$ cat config.mk
export PLATFORM = sky130hd
export DESIGN_NAME = switch_input_lockout_event_qualifier_unit
export DESIGN_NICKNAME = d
export VERILOG_FILES = /design/src/hdl/sliq_pkg.sv /design/src/hdl/sliq_regs.sv /design/src/hdl/switch_input_lockout_event_qualifier_unit.sv
export SDC_FILE = /design/constraint.sdc
export NUM_CORES = 1
export LEC_CHECK = 0
export BUFFER_PORTS_ARGS = -buffer_cell sky130_fd_sc_hd__buf_4
export CAP_MARGIN = 10
export CORE_UTILIZATION = 35
export DETAILED_ROUTE_END_ITERATION = 8
export PLACE_DENSITY = 0.51
export SLEW_MARGIN = 25
export SYNTH_ARGS = -nofsm -noshare
export SYNTH_HDL_FRONTEND = slang
export SYNTH_SLANG_ARGS = --single-unit
$ cat constraint.sdc
create_clock -name clk_i -period 4.14 [get_ports clk_i]
set_input_delay 0.414 -clock clk_i [delete_from_list [all_inputs] [get_ports clk_i]]
set_output_delay 0.414 -clock clk_i [all_outputs]
set_load 0.03 [all_outputs]
$ cat src/hdl/sliq_pkg.sv
`timescale 1ns / 1ps

package sliq_pkg;

  // Channels that the configuration registers cover.
  localparam int RegChans = 12;

  // Configuration port geometry: 64-bit data, registers on 8-byte steps.
  localparam int ApbDataW = 64;
  localparam int ApbAddrW = 6;

  // Register indexes on the configuration port.
  typedef enum logic [2:0] {
    REG_MODE     = 3'd0,
    REG_ACTION   = 3'd1,
    REG_FUNCTION = 3'd2,
    REG_HOMING   = 3'd3,
    REG_PROBING  = 3'd4,
    REG_LOCKOUT  = 3'd5
  } reg_idx_e;

  // Item operation codes; code 3 behaves as a tick.
  typedef enum logic [1:0] {
    OP_RESYNC = 2'd0,
    OP_CHANGE = 2'd1,
    OP_TICK   = 2'd2
  } op_e;

  // Stored channel level.
  localparam logic [1:0] LVL_INACTIVE = 2'd0;
  localparam logic [1:0] LVL_ACTIVE   = 2'd1;
  localparam logic [1:0] LVL_DISABLED = 2'd2;

  // Channel mode codes (2 and 3 mean disabled).
  localparam logic [1:0] MODE_ACTIVE_LOW  = 2'd0;
  localparam logic [1:0] MODE_ACTIVE_HIGH = 2'd1;

  // Configured action per channel.
  localparam logic [2:0] ACT_NONE      = 3'd0;
  localparam logic [2:0] ACT_STOP      = 3'd1;
  localparam logic [2:0] ACT_FAST_STOP = 3'd2;
  localparam logic [2:0] ACT_HALT      = 3'd3;
  localparam logic [2:0] ACT_ALARM     = 3'd4;
  localparam logic [2:0] ACT_SHUTDOWN  = 3'd5;
  localparam logic [2:0] ACT_PANIC     = 3'd6;
  localparam logic [2:0] ACT_RESET     = 3'd7;

  // Configured function per channel.
  localparam logic [2:0] FN_NONE      = 3'd0;
  localparam logic [2:0] FN_LIMIT     = 3'd1;
  localparam logic [2:0] FN_INTERLOCK = 3'd2;
  localparam logic [2:0] FN_SHUTDOWN  = 3'd3;

  // Reported sensing events.
  localparam logic [1:0] SENSE_NONE   = 2'd0;
  localparam logic [1:0] SENSE_HOMING = 2'd1;
  localparam logic [1:0] SENSE_PROBE  = 2'd2;

  // Reported action events.
  localparam logic [2:0] AEV_NONE     = 3'd0;
  localparam logic [2:0] AEV_FEEDHOLD = 3'd1;
  localparam logic [2:0] AEV_HALT     = 3'd2;
  localparam logic [2:0] AEV_ALARM    = 3'd3;
  localparam logic [2:0] AEV_SHUTDOWN = 3'd4;
  localparam logic [2:0] AEV_PANIC    = 3'd5;
  localparam logic [2:0] AEV_RESET    = 3'd6;

  // Reported function events.
  localparam logic [2:0] FEV_NONE          = 3'd0;
  localparam logic [2:0] FEV_LIMIT         = 3'd1;
  localparam logic [2:0] FEV_SHUTDOWN      = 3'd2;
  localparam logic [2:0] FEV_INTERLOCK_OFF = 3'd3;
  localparam logic [2:0] FEV_INTERLOCK_ON  = 3'd4;

  // Register reset values.
  localparam logic [23:0] ModeReset    = 24'hAAAAAA;
  localparam logic [15:0] LockoutReset = 16'd50;

  // Configuration as seen by the qualifier logic.
  typedef struct packed {
    logic [23:0] mode;
    logic [35:0] action;
    logic [35:0] func;
    logic [11:0] homing;
    logic [11:0] probing;
    logic [15:0] lockout;
  } cfg_t;

endpackage

$ cat src/hdl/sliq_regs.sv
`timescale 1ns / 1ps

module sliq_regs (
  input  logic                             clk_i,
  input  logic                             rst_ni,
  input  logic                             psel,
  input  logic                             penable,
  input  logic                             pwrite,
  input  logic [sliq_pkg::ApbAddrW-1:0]    paddr,
  input  logic [sliq_pkg::ApbDataW-1:0]    pwdata,
  output logic [sliq_pkg::ApbDataW-1:0]    prdata,
  output logic                             pready,
  output sliq_pkg::cfg_t                   cfg_o
);
  import sliq_pkg::*;

  cfg_t     cfg_q;
  cfg_t     cfg_d;
  reg_idx_e reg_idx;
  logic     wr_en;

  assign reg_idx = reg_idx_e'(paddr[ApbAddrW-1:3]);
  assign wr_en   = psel && penable && pwrite;
  assign pready  = 1'b1;

  // Write decode.
  always_comb begin
    cfg_d = cfg_q;
    if (wr_en) begin
      unique case (reg_idx)
        REG_MODE:     cfg_d.mode    = pwdata[23:0];
        REG_ACTION:   cfg_d.action  = pwdata[35:0];
        REG_FUNCTION: cfg_d.func    = pwdata[35:0];
        REG_HOMING:   cfg_d.homing  = pwdata[11:0];
        REG_PROBING:  cfg_d.probing = pwdata[11:0];
        REG_LOCKOUT:  cfg_d.lockout = pwdata[15:0];
        default: ;
      endcase
    end
  end

  always_ff @(posedge clk_i or negedge rst_ni) begin
    if (!rst_ni) begin
      cfg_q.mode    <= ModeReset;
      cfg_q.action  <= '0;
      cfg_q.func    <= '0;
      cfg_q.homing  <= '0;
      cfg_q.probing <= '0;
      cfg_q.lockout <= LockoutReset;
    end else begin
      cfg_q <= cfg_d;
    end
  end

  // Read decode.
  always_comb begin
    unique case (reg_idx)
      REG_MODE:     prdata = ApbDataW'(cfg_q.mode);
      REG_ACTION:   prdata = ApbDataW'(cfg_q.action);
      REG_FUNCTION: prdata = ApbDataW'(cfg_q.func);
      REG_HOMING:   prdata = ApbDataW'(cfg_q.homing);
      REG_PROBING:  prdata = ApbDataW'(cfg_q.probing);
      REG_LOCKOUT:  prdata = ApbDataW'(cfg_q.lockout);
      default:      prdata = '0;
    endcase
  end

  assign cfg_o = cfg_q;

endmodule

$ cat src/hdl/switch_input_lockout_event_qualifier_unit.sv
`timescale 1ns / 1ps
// Channel   | Direction | Handshake                | Payload
// ----------+-----------+--------------------------+---------------------------------------
// in        | sink      | in_valid_i / in_stall_o  | operation_i, channel_i, pin_level_i
// out       | source    | out_valid_o / out_stall_i| channel_out_o, level_o, changed_o, ...
// config    | APB slave | psel, penable, pready    | paddr, pwdata, prdata (64-bit)
//
// Every item gives one result once accepted: it waits in the input register, then
// passes through the qualifier logic into the result register.
// One item per cycle is sustained while the output is not stalled; channel state
// is updated as the result is registered, so the next item already sees it.
// Reset leaves every channel disabled with no lockout running.
// A stalled result holds; the input register still takes one more item.

module switch_input_lockout_event_qualifier_unit #(
  parameter int CHANNELS      = 12,
  parameter int LOCKOUT_WIDTH = 16
) (
  input  logic                             clk_i,
  input  logic                             rst_ni,
  // Input items
  input  logic                             in_valid_i,
  output logic                             in_stall_o,
  input  logic [1:0]                       operation_i,
  input  logic [3:0]                       channel_i,
  input  logic                             pin_level_i,
  // Result items
  output logic                             out_valid_o,
  input  logic                             out_stall_i,
  output logic [3:0]                       channel_out_o,
  output logic [1:0]                       level_o,
  output logic                             changed_o,
  output logic                             edge_res_o,
  output logic [1:0]                       sensing_event_o,
  output logic [2:0]                       action_event_o,
  output logic [2:0]                       function_event_o,
  output logic                             report_request_o,
  // Configuration
  input  logic                             psel,
  input  logic                             penable,
  input  logic                             pwrite,
  input  logic [sliq_pkg::ApbAddrW-1:0]    paddr,
  input  logic [sliq_pkg::ApbDataW-1:0]    pwdata,
  output logic [sliq_pkg::ApbDataW-1:0]    prdata,
  output logic                             pready
);
  import sliq_pkg::*;

  localparam int IdxW        = (CHANNELS > 1) ? $clog2(CHANNELS) : 1;
  localparam int ActiveChans = (CHANNELS < RegChans) ? CHANNELS : RegChans;
  localparam logic [32:0] LockMax = (33'd1 << LOCKOUT_WIDTH) - 33'd1;

  cfg_t cfg;

  sliq_regs u_regs (
    .clk_i   (clk_i),
    .rst_ni  (rst_ni),
    .psel    (psel),
    .penable (penable),
    .pwrite  (pwrite),
    .paddr   (paddr),
    .pwdata  (pwdata),
    .prdata  (prdata),
    .pready  (pready),
    .cfg_o   (cfg)
  );

  // Pipeline control.
  logic s1_valid_q, s1_valid_d;
  logic out_valid_q, out_valid_d;
  logic advance, in_accept, work;

  assign advance    = !out_valid_q || !out_stall_i;
  assign in_stall_o = s1_valid_q && !advance;
  assign in_accept  = in_valid_i && !in_stall_o;
  assign work       = advance && s1_valid_q;

  assign s1_valid_d  = in_accept ? 1'b1 : (advance ? 1'b0 : s1_valid_q);
  assign out_valid_d = advance ? s1_valid_q : out_valid_q;

  always_ff @(posedge clk_i or negedge rst_ni) begin
    if (!rst_ni) begin
      s1_valid_q  <= 1'b0;
      out_valid_q <= 1'b0;
    end else begin
      s1_valid_q  <= s1_valid_d;
      out_valid_q <= out_valid_d;
    end
  end

  // Input register.
  logic [1:0] s1_op_q;
  logic [3:0] s1_ch_q;
  logic       s1_pin_q;

  always_ff @(posedge clk_i) begin
    if (in_accept) begin
      s1_op_q  <= operation_i;
      s1_ch_q  <= channel_i;
      s1_pin_q <= pin_level_i;
    end
  end

  // Per-channel state.
  logic [1:0]               chan_state_q [CHANNELS];
  logic [1:0]               chan_state_d [CHANNELS];
  logic [LOCKOUT_WIDTH-1:0] lock_left_q  [CHANNELS];
  logic [LOCKOUT_WIDTH-1:0] lock_left_d  [CHANNELS];

  // Qualifier decode for the item in the input register.
  logic [IdxW-1:0]          ch_idx;
  logic                     in_range;
  logic [1:0]               mode;
  logic                     enabled;
  logic [1:0]               corr;
  logic [1:0]               cur_state;
  logic [LOCKOUT_WIDTH-1:0] cur_lock;
  logic [2:0]               act;
  logic [2:0]               fn;
  logic                     homing;
  logic                     probing;
  logic                     leading;
  logic [32:0]              ticks_ext;
  logic [LOCKOUT_WIDTH-1:0] lock_load;
  logic                     is_tick;

  assign ch_idx    = s1_ch_q[IdxW-1:0];
  assign in_range  = 5'(s1_ch_q) < 5'(ActiveChans);
  assign mode      = 2'(cfg.mode >> {s1_ch_q, 1'b0});
  assign enabled   = (mode == MODE_ACTIVE_LOW) || (mode == MODE_ACTIVE_HIGH);
  assign corr      = {1'b0, s1_pin_q ^ ~mode[0]};
  assign cur_state = in_range ? chan_state_q[ch_idx] : LVL_DISABLED;
  assign cur_lock  = in_range ? lock_left_q[ch_idx] : '0;
  assign act       = 3'(cfg.action >> (6'(s1_ch_q) * 6'd3));
  assign fn        = 3'(cfg.func >> (6'(s1_ch_q) * 6'd3));
  assign homing    = 1'(cfg.homing >> s1_ch_q);
  assign probing   = 1'(cfg.probing >> s1_ch_q);
  assign leading   = (corr == LVL_ACTIVE);
  assign ticks_ext = 33'(cfg.lockout);
  assign lock_load = (ticks_ext > LockMax) ? LockMax[LOCKOUT_WIDTH-1:0]
                                           : ticks_ext[LOCKOUT_WIDTH-1:0];
  assign is_tick   = (s1_op_q != OP_RESYNC) && (s1_op_q != OP_CHANGE);

  // Result fields and the channel state update for this item.
  logic [3:0] r_ch;
  logic [1:0] r_level;
  logic       r_changed, r_edge, r_report;
  logic [1:0] r_sense;
  logic [2:0] r_act, r_fn;
  logic       wr_state, wr_lock;
  logic [1:0] new_state;
  logic [LOCKOUT_WIDTH-1:0] new_lock;

  always_comb begin
    r_ch      = 4'd0;
    r_level   = LVL_INACTIVE;
    r_changed = 1'b0;
    r_edge    = 1'b0;
    r_sense   = SENSE_NONE;
    r_act     = AEV_NONE;
    r_fn      = FEV_NONE;
    r_report  = 1'b0;
    wr_state  = 1'b0;
    wr_lock   = 1'b0;
    new_state = LVL_DISABLED;
    new_lock  = '0;
    if (!is_tick) begin
      r_ch = s1_ch_q;
      if (!in_range) begin
        r_level = LVL_DISABLED;
      end else if (!enabled) begin
        r_level   = LVL_DISABLED;
        wr_state  = 1'b1;
        new_state = LVL_DISABLED;
      end else if (s1_op_q == OP_RESYNC) begin
        r_level   = corr;
        wr_state  = 1'b1;
        new_state = corr;
        wr_lock   = 1'b1;
        new_lock  = '0;
      end else if ((cur_lock != '0) || (cur_state == corr)) begin
        r_level = cur_state;
      end else begin
        // A real change: restart the lockout and report the edge.
        wr_state  = 1'b1;
        new_state = corr;
        wr_lock   = 1'b1;
        new_lock  = lock_load;
        r_level   = corr;
        r_changed = 1'b1;
        r_edge    = !leading;
        if (homing) begin
          r_sense = leading ? SENSE_HOMING : SENSE_NONE;
        end else if (probing) begin
          r_sense = SENSE_PROBE;
        end else begin
          r_report = 1'b1;
          if (leading) begin
            case (act)
              ACT_STOP, ACT_FAST_STOP: r_act = AEV_FEEDHOLD;
              ACT_HALT:                r_act = AEV_HALT;
              ACT_ALARM:               r_act = AEV_ALARM;
              ACT_SHUTDOWN:            r_act = AEV_SHUTDOWN;
              ACT_PANIC:               r_act = AEV_PANIC;
              ACT_RESET:               r_act = AEV_RESET;
              default:                 r_act = AEV_NONE;
            endcase
            case (fn)
              FN_LIMIT:     r_fn = FEV_LIMIT;
              FN_SHUTDOWN:  r_fn = FEV_SHUTDOWN;
              FN_INTERLOCK: r_fn = FEV_INTERLOCK_OFF;
              default:      r_fn = FEV_NONE;
            endcase
          end else if (fn == FN_INTERLOCK) begin
            r_fn = FEV_INTERLOCK_ON;
          end
        end
      end
    end
  end

  // Next state of every channel: ticks count all running lockouts down.
  always_comb begin
    for (int c = 0; c < CHANNELS; c++) begin
      chan_state_d[c] = chan_state_q[c];
      lock_left_d[c]  = lock_left_q[c];
      if (work) begin
        if (is_tick) begin
          if (lock_left_q[c] != '0) begin
            lock_left_d[c] = lock_left_q[c] - LOCKOUT_WIDTH'(1);
          end
        end else if (in_range && (ch_idx == IdxW'(c))) begin
          if (wr_state) begin
            chan_state_d[c] = new_state;
          end
          if (wr_lock) begin
            lock_left_d[c] = new_lock;
          end
        end
      end
    end
  end

  always_ff @(posedge clk_i or negedge rst_ni) begin
    if (!rst_ni) begin
      for (int c = 0; c < CHANNELS; c++) begin
        chan_state_q[c] <= LVL_DISABLED;
        lock_left_q[c]  <= '0;
      end
    end else begin
      chan_state_q <= chan_state_d;
      lock_left_q  <= lock_left_d;
    end
  end

  // Result register.
  logic [3:0] channel_out_q;
  logic [1:0] level_q;
  logic       changed_q, edge_res_q, report_q;
  logic [1:0] sensing_q;
  logic [2:0] action_q, function_q;

  always_ff @(posedge clk_i) begin
    if (work) begin
      channel_out_q <= r_ch;
      level_q       <= r_level;
      changed_q     <= r_changed;
      edge_res_q    <= r_edge;
      sensing_q     <= r_sense;
      action_q      <= r_act;
      function_q    <= r_fn;
      report_q      <= r_report;
    end
  end

  assign out_valid_o      = out_valid_q;
  assign channel_out_o    = channel_out_q;
  assign level_o          = level_q;
  assign changed_o        = changed_q;
  assign edge_res_o       = edge_res_q;
  assign sensing_event_o  = sensing_q;
  assign action_event_o   = action_q;
  assign function_event_o = function_q;
  assign report_request_o = report_q;

`ifndef NO_ASSERTIONS
  // A real change never reports a disabled level.
  assert property (@(posedge clk_i) disable iff (!rst_ni)
    out_valid_o && changed_o |-> level_o != LVL_DISABLED)
    else $error("changed result with disabled level");

  // The edge direction only means something on a real change.
  assert property (@(posedge clk_i) disable iff (!rst_ni)
    out_valid_o && edge_res_o |-> changed_o)
    else $error("edge reported without a change");

  // Homing and probing hits suppress actions, functions and reports.
  assert property (@(posedge clk_i) disable iff (!rst_ni)
    out_valid_o && (sensing_event_o != SENSE_NONE) |->
      (action_event_o == AEV_NONE) && (function_event_o == FEV_NONE) && !report_request_o)
    else $error("sensing hit together with other events");

  // The input side stalls only behind a held result and a full input register.
  assert property (@(posedge clk_i) disable iff (!rst_ni)
    in_stall_o |-> out_valid_q && out_stall_i && s1_valid_q)
    else $error("input stalled without backpressure");

  // A held result keeps the input register full state unchanged.
  assert property (@(posedge clk_i) disable iff (!rst_ni)
    s1_valid_q && !advance |=> s1_valid_q)
    else $error("item lost from input register");
`endif

endmodule
**Yosys cells after proc, flatten, opt, wreduce, memory -nomap -nowiden**

Index checks and enable logic that the tools add are counted.

- Bitwise operators: 7
- Equal/unequal tests: 41
- Add/subtract/negate cells: 12
- Multiplexer cells: 77
- Reductions and logical operators: 95
- Multipliers: 1
- Shifts and indexed selects: 5
- $lt $le $gt $ge: 3

Operator list:

| cell | count |
|---|---|
| $mux 16 | 45 |
| $pmux 36 s6 | 1 |
| $reduce_bool 16->1 | 13 |
| $sub 16x1->16 const B | 12 |
| $reduce_and 4->1 | 24 |
| $shr 36x6->3 | 2 |
| $bmux 16 s4 | 1 |
| $reduce_bool 2->1 | 15 |
| $mux 2 | 13 |
| $ne 2x1->1 const B | 13 |
| $shr 12x4->1 | 2 |
| $shr 24x5->2 | 1 |
| $eq 3x2->1 const B | 6 |
| $eq 3x3->1 const B | 6 |
| $logic_and 1x1->1 | 18 |
| $pmux 3 s6 | 1 |
| $eq 4x3->1 const B | 4 |
| $eq 4x4->1 const B | 4 |
| $gt 16x16->1 const B | 1 |
| $mux 1 | 12 |
| $reduce_and 2->1 | 6 |
| $eq 3x1->1 const B | 3 |
| $bmux 2 s4 | 1 |
| $eq 4x2->1 const B | 2 |
| 23 further kinds | 35 |

- Logic and storage cells: 285
- Flip-flop bits (word level): 378

**Depth between registers and ports, before layout**

Gate-level depths: netlist of run 1.

- Depth after elaboration: 15
- Gate-level depth with buffers: 14
- Gate-level depth less buffers: 10

**Cells and area by module**

From an unflattened synthesis of run 1, not the netlist that was laid out.

- Cells, all modules: 2353
- Area total of the unflattened synthesis: 22201.3 sq um

By module, submodules not included:

| module | seq. area each (sq um) | area an instance (sq um) | cells each | times used |
|---|---|---|---|---|
| switch_input_lockout_event_qualifier_unit | 6190.9 | 15638.7 | 1855 | 1 |
| sliq_regs | 3422.0 | 6562.5 | 498 | 1 |

**Least setup slack after synthesis of run 1**

Ideal clock, no wire load.

- Path kind: flip-flop to flip-flop
- Start point: reg s1_ch_q[1] (netlist: ch_idx[1])
- End point: reg lock_left_q[150] (netlist bit)
- Data required time: 4.006 ns
- Data arrival time: 3.077 ns
- Path slack: 0.929 ns
- Stages on the path, launching flop included: 12
- Path buffers: 3
- Path through: edfxtp_1 -> buf_4 -> mux2_1 -> mux4_2 -> o22a_1 -> nor3_1 -> nand4_4 -> o21a_1 -> buf_2 -> buf_2 -> o41ai_1 -> o21ai_1

- Word-level cells in the longest chain between the ends: 14
- Elaborated cells between the ends (all ways): 36
- Those cells by class: order compare (1); eq/ne (3); shift (1); mux (20); bitwise (3); reduce/logical (8)

Ends and longest elaborated chain:

| item | line | source |
|---|---|---|
| start: declaration | switch_input_lockout_event_qualifier_unit.sv:93 | `logic [3:0] s1_ch_q;` |
| start signal: assignment | switch_input_lockout_event_qualifier_unit.sv:99 | `s1_ch_q <= channel_i;` |
| $not 4->5 (implied by the code) | switch_input_lockout_event_qualifier_unit.sv:132, switch_input_lockout_event_qualifier_unit.sv:133 |  |
| $bmux 16 s4 / $bmux 2 s4 (equally long branches) | switch_input_lockout_event_qualifier_unit.sv:133, switch_input_lockout_event_qualifier_unit.sv:132 |  |
| $mux 16 (implied by the code) / $mux 2 (equally long branches) (2 in series) | switch_input_lockout_event_qualifier_unit.sv:133, switch_input_lockout_event_qualifier_unit.sv:132 |  |
| $mux 16 / $mux 2 (equally long branches) | switch_input_lockout_event_qualifier_unit.sv:133, switch_input_lockout_event_qualifier_unit.sv:132 |  |
| $reduce_bool 16->1 / $eq 2x1->1 (equally long branches) | switch_input_lockout_event_qualifier_unit.sv:181 | `end else if ((cur_lock != '0) \|\| (cur_state == corr)) begin` |
| $logic_or 1x1->1 | switch_input_lockout_event_qualifier_unit.sv:181 |  |
| $mux 1 / $mux 16 (equally long branches) | switch_input_lockout_event_qualifier_unit.sv:181 |  |
| $mux 1 / $mux 16 (equally long branches) | switch_input_lockout_event_qualifier_unit.sv:175 | `end else if (s1_op_q == OP_RESYNC) begin` |
| $mux 1 / $mux 16 (equally long branches) | switch_input_lockout_event_qualifier_unit.sv:171 | `end else if (!enabled) begin` |
| $mux 1 / $mux 16 (equally long branches) | switch_input_lockout_event_qualifier_unit.sv:169 | `if (!in_range) begin` |
| $mux 1 / $mux 16 (equally long branches) | switch_input_lockout_event_qualifier_unit.sv:167, switch_input_lockout_event_qualifier_unit.sv:236 |  |
| $reduce_bool 2->1 (no source line) / $mux 16 (equally long branches) | -- |  |
| $reduce_and 4->1 (no source line) / $mux 16 (equally long branches) | -- |  |
| end signal: assignment | switch_input_lockout_event_qualifier_unit.sv:252 | `lock_left_q <= lock_left_d;` |
| end: declaration | switch_input_lockout_event_qualifier_unit.sv:107 | `logic [LOCKOUT_WIDTH-1:0] lock_left_q [CHANNELS];` |

Parallel ways exist; a longest one is shown, timed or not. The select of a mux whose other input is x is not followed.
A chain may end at the register's enable or synchronous reset.

**Final worst setup path of run 1**

- Start point: reg s1_ch_q[1] (netlist: ch_idx[1])
- End point: reg lock_left_q[89] (netlist bit)

Same word-level chain as after synthesis.

==> metrics list, run 1 <==
- Run status: finished, final reports clean
- Once placement completed, the tool counted placed cells totaling 3,164.
* CTS clock-pin slew for the worst setup and hold paths: 60 ps
- Deepest clock path buffer count: 3
- Counting the buffers created by CTS gives 45.
* Number of levels the H-tree was split into: 2
- Placement Cell Area: 24,400 um2
- The routed layout has 19,599 vias.
- The worst hold path was traced through 3 stages.
- The floorplan step set the die height to 253 um.
- EDFF count, synth: 24
- Cell type contributing the most total cell area after synthesis: dfrtp_1
* Period utilization: 96.8%
- Core area: 62,100 um2
- In the routed layout, each cell is associated on average with a via count of 6.02.
- Die area: 64,200 um2
- Number of endpoints with negative hold slack in the final report: 0
- Among all flip-flop cells after synthesis, the most frequent one is dfrtp_1.
- The library cells used most frequently in the layout, excluding fill and tap cells, are 327 x dfrtp_1, 219 x buf_4, 177 x nor2_1.
* CTS tree: built
- The number of global-route vias before repair was 19,162.
- Once layout is complete, the utilization of the core stands at 42.0%.
- Summed over all layers, the routed wires come to 78,200 um.
- Across the routed clock network, the largest skew measured is 21.9 ps.
- The path class of the tightest hold or removal check is primary input to flip-flop.
* Worst r2r src: ch_idx[1]
- Initial antenna violation count: 0
- For the worst flop-to-flop path, the logic depth is 11.
- DP HPWL: 53,700 um
* Worst-margin pin slew: 870 ps
* Clock tree root buffer cell: clkbuf_16
* Power density relative to cell area: 500 nW/um2
* Sequential share of the synthesized area: 43.5%
- The worst hold path terminates at out_valid_o.
* Setup TNS: 0 ps
* Endpoint class of the critical path: flip-flop
- Area taken by flip-flops and latches: 9610 um2
- Number of buffer cells added on primary ports: 107
* Avg Cell Area, Syn: 9.87 um2
- Setup repair after global routing left no endpoint under its margin.
- The initialized floorplan defines 91 standard-cell rows.
* Final count of pins violating max slew: 0
- Worst slew margin relative to its limit: 42.0%
* Leak Pwr: 10.5 nW
- Fin nets: 2,479
- Total number of yosys warnings: 0
- The count of nets left with antenna violations once routing finished came out at 0.
- In this run the biggest area consumer among cell types represents 37.0% of the synthesized area.
- Maximum operating frequency: 249 MHz
- Final Cell Area: 26,100 um2
- FF+latch count, synth: 378
- The detailed router finished its first iteration with 1,654 violations.
- Kind of critical path: flip-flop to flip-flop
- First-pass GRT wire length: 120,000 um
* Async set-reset flop share out of synthesis: 93.7%
- Total gr overflow: 0
- Maximum number of pins on one net before global-route repair: 116
- Total standard cell area after synthesis: 22,100 um2
* Placer's final routability congestion estimate: 0.895
- Top cells by area in the synthesized netlist: dfrtp_1 37%, mux2_2 8.4%, mux4_2 3.6%
- From synthesis to final layout, the design area changed by 17.9%.
- Overall power consumption after layout is estimated at 13.0 mW.
- 168 I/O pins were placed.
- Die outline width: 253 um
* DRC violation count after routing: 0
- Final setup violating endpoints: 0
- Crit path launch type: flip-flop
* Fillers: 5,983
* Fraction of layout cells with a size suffix above 1: 24.0%
- Global routing consumed, over all layers together, 24.3% of the routing resources.
- The endpoint identified for the worst register-to-register timing path is lock_left_q[89].
* Diodes inserted: 0
- Critical Path AT: 4480 ps
* Critical path required time: 4610 ps
* Library cells used by synthesis: 86
- Clock latency reported for the late side of the worst-skew pair: 600 ps
- Across the VDD grid, the largest voltage drop is 285 uV.
- Clock tree synthesis found a total of 378 sinks.
- On the final layout, the worst hold slack is 51.2 ps.
- Once the floorplan was initialized, standard cells occupied 35.6% of the core.
- The library cell used most frequently in the layout, excluding fill and tap cells, is dfrtp_1.
- Prior to clock tree synthesis, the placed netlist has a worst setup slack of 203 ps.
* Post-layout instance count excluding filler cells: 3,257
* Setup slack of the critical path after layout: 131 ps
* Area of the multi-input gates: 11,500 um2
- Gate count after technology mapping: 2,240
* Average wire length per cell after detail routing: 24.0 um
* Detailed-routing iteration count for the pre-antenna-repair pass: 6
- The worst path needs 4010 ps of the cycle, external delays included.
- Number of max-capacitance violations reported: 0
* Flop-to-flop setup slack: 130 ps
- Startpoint of the worst hold path: out_stall_i
- Of all nets on the critical path, the largest fanout is 26.
## cell families after synthesis
logic type,after synthesis,synth area share [%]
AO/OA/AOI/OAI,630,19.9
XOR/XNOR,3,0.119
adder cells (fa/ha/maj),12,0.679
buffers and inverters,235,4.89
flip-flops,378,43.5
multiplexers,245,14.1
other,2,0.0340
AND/OR/NAND/NOR,735,16.8
## area by class of cell
cell class	instances	share of cell area (%)
well taps	837	4.02
flip-flops and latches	378	36.9
clock inverters	18	0.907
repair buffers	247	8.09
multi-input cells	1654	44.3
clock buffers	66	5.01
inverters	57	0.821
## worst max-delay path, stage by stage (launching register included)
cell and delay, ps:
edfxtp_1 580, buf_4 280, nor2_1 530, nand2_1 270, a31oi_1 600, buf_4 230
nor3_1 70, nand4_4 120, and4bb_2 270, buf_12 170, and2_1 350, a221o_1 390
## cells in the mapped netlist, drive strengths merged (16+ instances only)
library cell	n
nor2b	16
nor3b	18
nor4	33
or4	17
o41ai	18
a21oi	110
o22ai	18
nand2	158
a31oi	63
nand4	21
o2bb2ai	21
a221o	49
dfrtp	327
and2	21
dfstp	27
nor2	179
clkbuf	97
inv	57
nand3	77
buf	81
nand2b	33
mux2i	37
mux4	35
a22oi	31
edfxtp	24
o211ai	49
o21ai	113
mux2	173
or3	41
nor3	83
o31ai	49
## flip-flops by register name (all words and copies together), names as in the netlist
register,flops
changed_o,1
report_request_o,1
s1_valid_q,1
function_event_o,3
u_regs.cfg_o,136
level_o,2
chan_state_q,24
s1_op_q,2
lock_left_q,192
channel_out_o,4
action_event_o,3
sensing_event_o,2
ch_idx,4
s1_pin_q,1
edge_res_o,1
out_valid_o,1
## where the power goes
group,switching (mW),internal [mW]
clock network,1.71,2.45
registers,0.939,4.60
logic,1.84,1.51
total,4.48,8.56
## routing by layer
layer / wire, um / track usage, % / part of all wire (%)
met1: 33800 / 33.1 / 43
met2: 37500 / 40.1 / 48
met3: 4790 / 3.04 / 6.1
met4: 2030 / 7.10 / 2.6
met5: 0 / 0 / 0
## how the worst max path moves through the flow
stage / start / to
finish: ch_idx[1] / lock_left_q[89]
detailed placement: lock_left_q[112] / lock_left_q[104]
CTS: lock_left_q[112] / lock_left_q[104]
floorplan: ch_idx[1] / lock_left_q[150]
global placement: lock_left_q[112] / lock_left_q[104]
global route: ch_idx[1] / lock_left_q[89]
## what timing repair did
| action | CTS | global route |
|---|---|---|
| gates resized for setup | 0 | 1 |
| setup endpoints to repair | 0 | 57 |
| setup buffers | 0 | 0 |
| hold buffers | 9 | 0 |
| hold endpoints to repair | 99 | 0 |
Note: power is estimated with default switching activity, not from simulation.
==> inputs of run 2 (changes only) <==
--- a/constraint.sdc
+++ b/constraint.sdc
@@ -3,2 +3,2 @@
 set_output_delay 0.414 -clock clk_i [all_outputs]
-set_load 0.03 [all_outputs]
+set_load 0.01 [all_outputs]
==> metrics list, run 2 (synthesized netlist as in run 1, its figures left out) <==
- Crit path launch type: flip-flop
- Counting flops per register, the top entry is lock_left_q.
* Number of global-route vias before repair: 19,104
* Power density relative to cell area: 497 nW/um2
* Final design utilization: 42.0%
* Diodes inserted: 0
* Number of max-capacitance violations reported: 0
* Die height: 253 um
- Kind of cell adding the most delay to the critical path: simple AND/OR/NAND/NOR gates
- Critical path required time: 4630 ps
* Starting DRT DRC Count: 1,915
* First-pass GRT wire length: 120,000 um
* Critical path's largest stage delay: 630 ps
- TritonCTS built the clock tree.
- ANT nets after route: 0
- Layout Skew: 33.5 ps
- Dividing the final minimum period by the clock period gives 93.6%.
- Final count of pins violating max slew: 0
* Combined buffer and inverter count along the critical path: 3
- Detailed placement finished with a half-perimeter wire length of 53,600 um.
- Hold Slack: 45.5 ps
- Unrepaired setup endpoints after global routing: false
* Via total after detailed routing: 19,404
* Most used cells in the layout excluding fill and tap cells: 327 x dfrtp_1, 217 x buf_4, 176 x nor2_1
- The run finished with clean final reports.
- In this run the static leakage power is 10.5 nW.
- Series of cell instances along the critical path: or4_1, nor4_2, a31oi_1, buf_4, nor3_1, nand4_4, buf_12, nor3b_4, buf_4, nand3_1, o221ai_1
- CTS clock-pin slew for the worst setup and hold paths: 60 ps
- Buffers added to address setup during post-CTS repair amount to 0.
* Worst-margin pin slew: 978 ps
- The pre-antenna-repair detailed-routing pass consisted of 7 iterations.
* Boundary pin count: 168
- Critical Path AT: 4360 ps
- The path class of the tightest hold or removal check is primary input to flip-flop.
- Placement Cell Area: 24,400 um2
- Number of buffers created by CTS: 46
- For this run, global-route usage on met2 was measured as 39.9%.
* Global-route track usage on met3: 3.72%
- Clock tree root buffer cell: clkbuf_16
* Number of levels the H-tree was split into: 2
- Kind of critical path: flip-flop to flip-flop
- The die covers 64,200 um2.
- The clock reaches the later pin of the worst-skew pair after 610 ps.
- Via density per instance: 5.96
- Subtracting the final worst setup slack from the clock period gives 3870 ps.
- Cell mode on critical path: buf_4
* Final Cell Area: 26,100 um2
- P&R area growth vs syn: 18.0%
* Maximum operating frequency: 258 MHz
- Maximum number of pins on one net before global-route repair: 116
- After floorplanning, the core was sized to cover 62,100 um2.
* Worst slew margin relative to its limit: 34.6%
- During placement, the flow inserted port buffers numbering 107.
* Deepest clock path buffer count: 3
- The final layout contains 2,478 nets.
- Library cell contributing the largest single delay on the critical path: or4_1
- Std-Cell Rows: 91
* Total gr overflow: 0
- Number of endpoints with negative hold slack in the final report: 0
- Most common cell after layout, fill and taps aside: dfrtp_1
- In the final layout, the share of cells above drive strength 1 is 24.1%.
- After detailed routing, the number of remaining DRC violations is 0.
- Of all nets on the critical path, the largest fanout is 6.
- Final setup violating endpoints: 0
- # clock sinks: 378
- Initial antenna violation count: 2
- Number of flip-flops in the largest register: 192
- Setup TNS: 0 ps
- Endpoint class of the critical path: flip-flop
* Most heavily used metal layer in global routing: met2
- In the global route stage, met1 resource usage came out at 32.9%.
- Post-Route WL: 78,000 um
- For this configuration, the core starts out at a cell density of 35.6%.
* Worst VDD drop: 315 uV
- In the final routed layout, each cell accounts on average for 24.0 um.
* Die outline width: 253 um
- For this run, the total global-route usage over all layers was measured as 24.4%.
- Placer's final routability congestion estimate: 0.895
## run 2: cell type report
type                            instances  area (um2)
Fill cell                            5980       36000
Multi-Input combinational cell       1654       11500
Sequential cell                       378        9610
Timing Repair Buffer                  245        2090
Clock buffer                           69        1360
Tap cell                              837        1050
Inverter                               57         214
Clock inverter                         16         204
## run 2: per-stage QoR
step                      power (mW)  std cells  setup WS [ps]
final                           13.0       3256            267
after detailed placement        8.78       3162            206
after global placement          8.67       3162            183
after CTS                       13.0       3256            164
after floorplan                 7.52       2267            929
after global routing            13.7       3256           16.8
## run 2: worst paths after layout
check | startpoint | to | slack, ps | cells past startpoint
max | lock_left_q[112] | lock_left_q[38] | 270 | 11
min | pwdata[27] | u_regs.cfg_o[67] | 50 | 2
max reg2reg | lock_left_q[112] | lock_left_q[38] | 270 | 11
min reg2reg | chan_state_q[2] | chan_state_q[2] | 490 | 1
max in group asynchronous | rst_ni | lock_left_q[2] | 2630 | 3
min in group asynchronous | rst_ni | lock_left_q[131] | 460 | 2
## run 2: metal layers
metal  part of all wire [%]  vias to the layer above  wire length, um
li1                       -                     8792                -
met1                     43                     9754            33700
met2                     48                      719            37100
met3                    6.3                      139             4920
met4                    3.0                        0             2310
met5                      0                        -                0
## run 2: power breakdown
| group | switching (mW) | total [mW] | internal (mW) |
|---|---|---|---|
| clock network | 1.72 | 4.18 | 2.46 |
| logic | 1.73 | 3.23 | 1.50 |
| registers | 0.941 | 5.54 | 4.60 |
## run 2: what timing repair did
action,4_1_cts,5_1_grt
setup endpoints to repair,0,58
hold endpoints to repair,99,0
gates resized for setup,0,2
hold buffers,9,0
## run 2: worst register-to-register path, delay by kind of cell (launching register included)
family	cells	cell delay, ps
and+or+nand+nor	6	2050
AOI/OAI and AO/OA	2	700
DFF	1	400
buffers and inverters	3	620
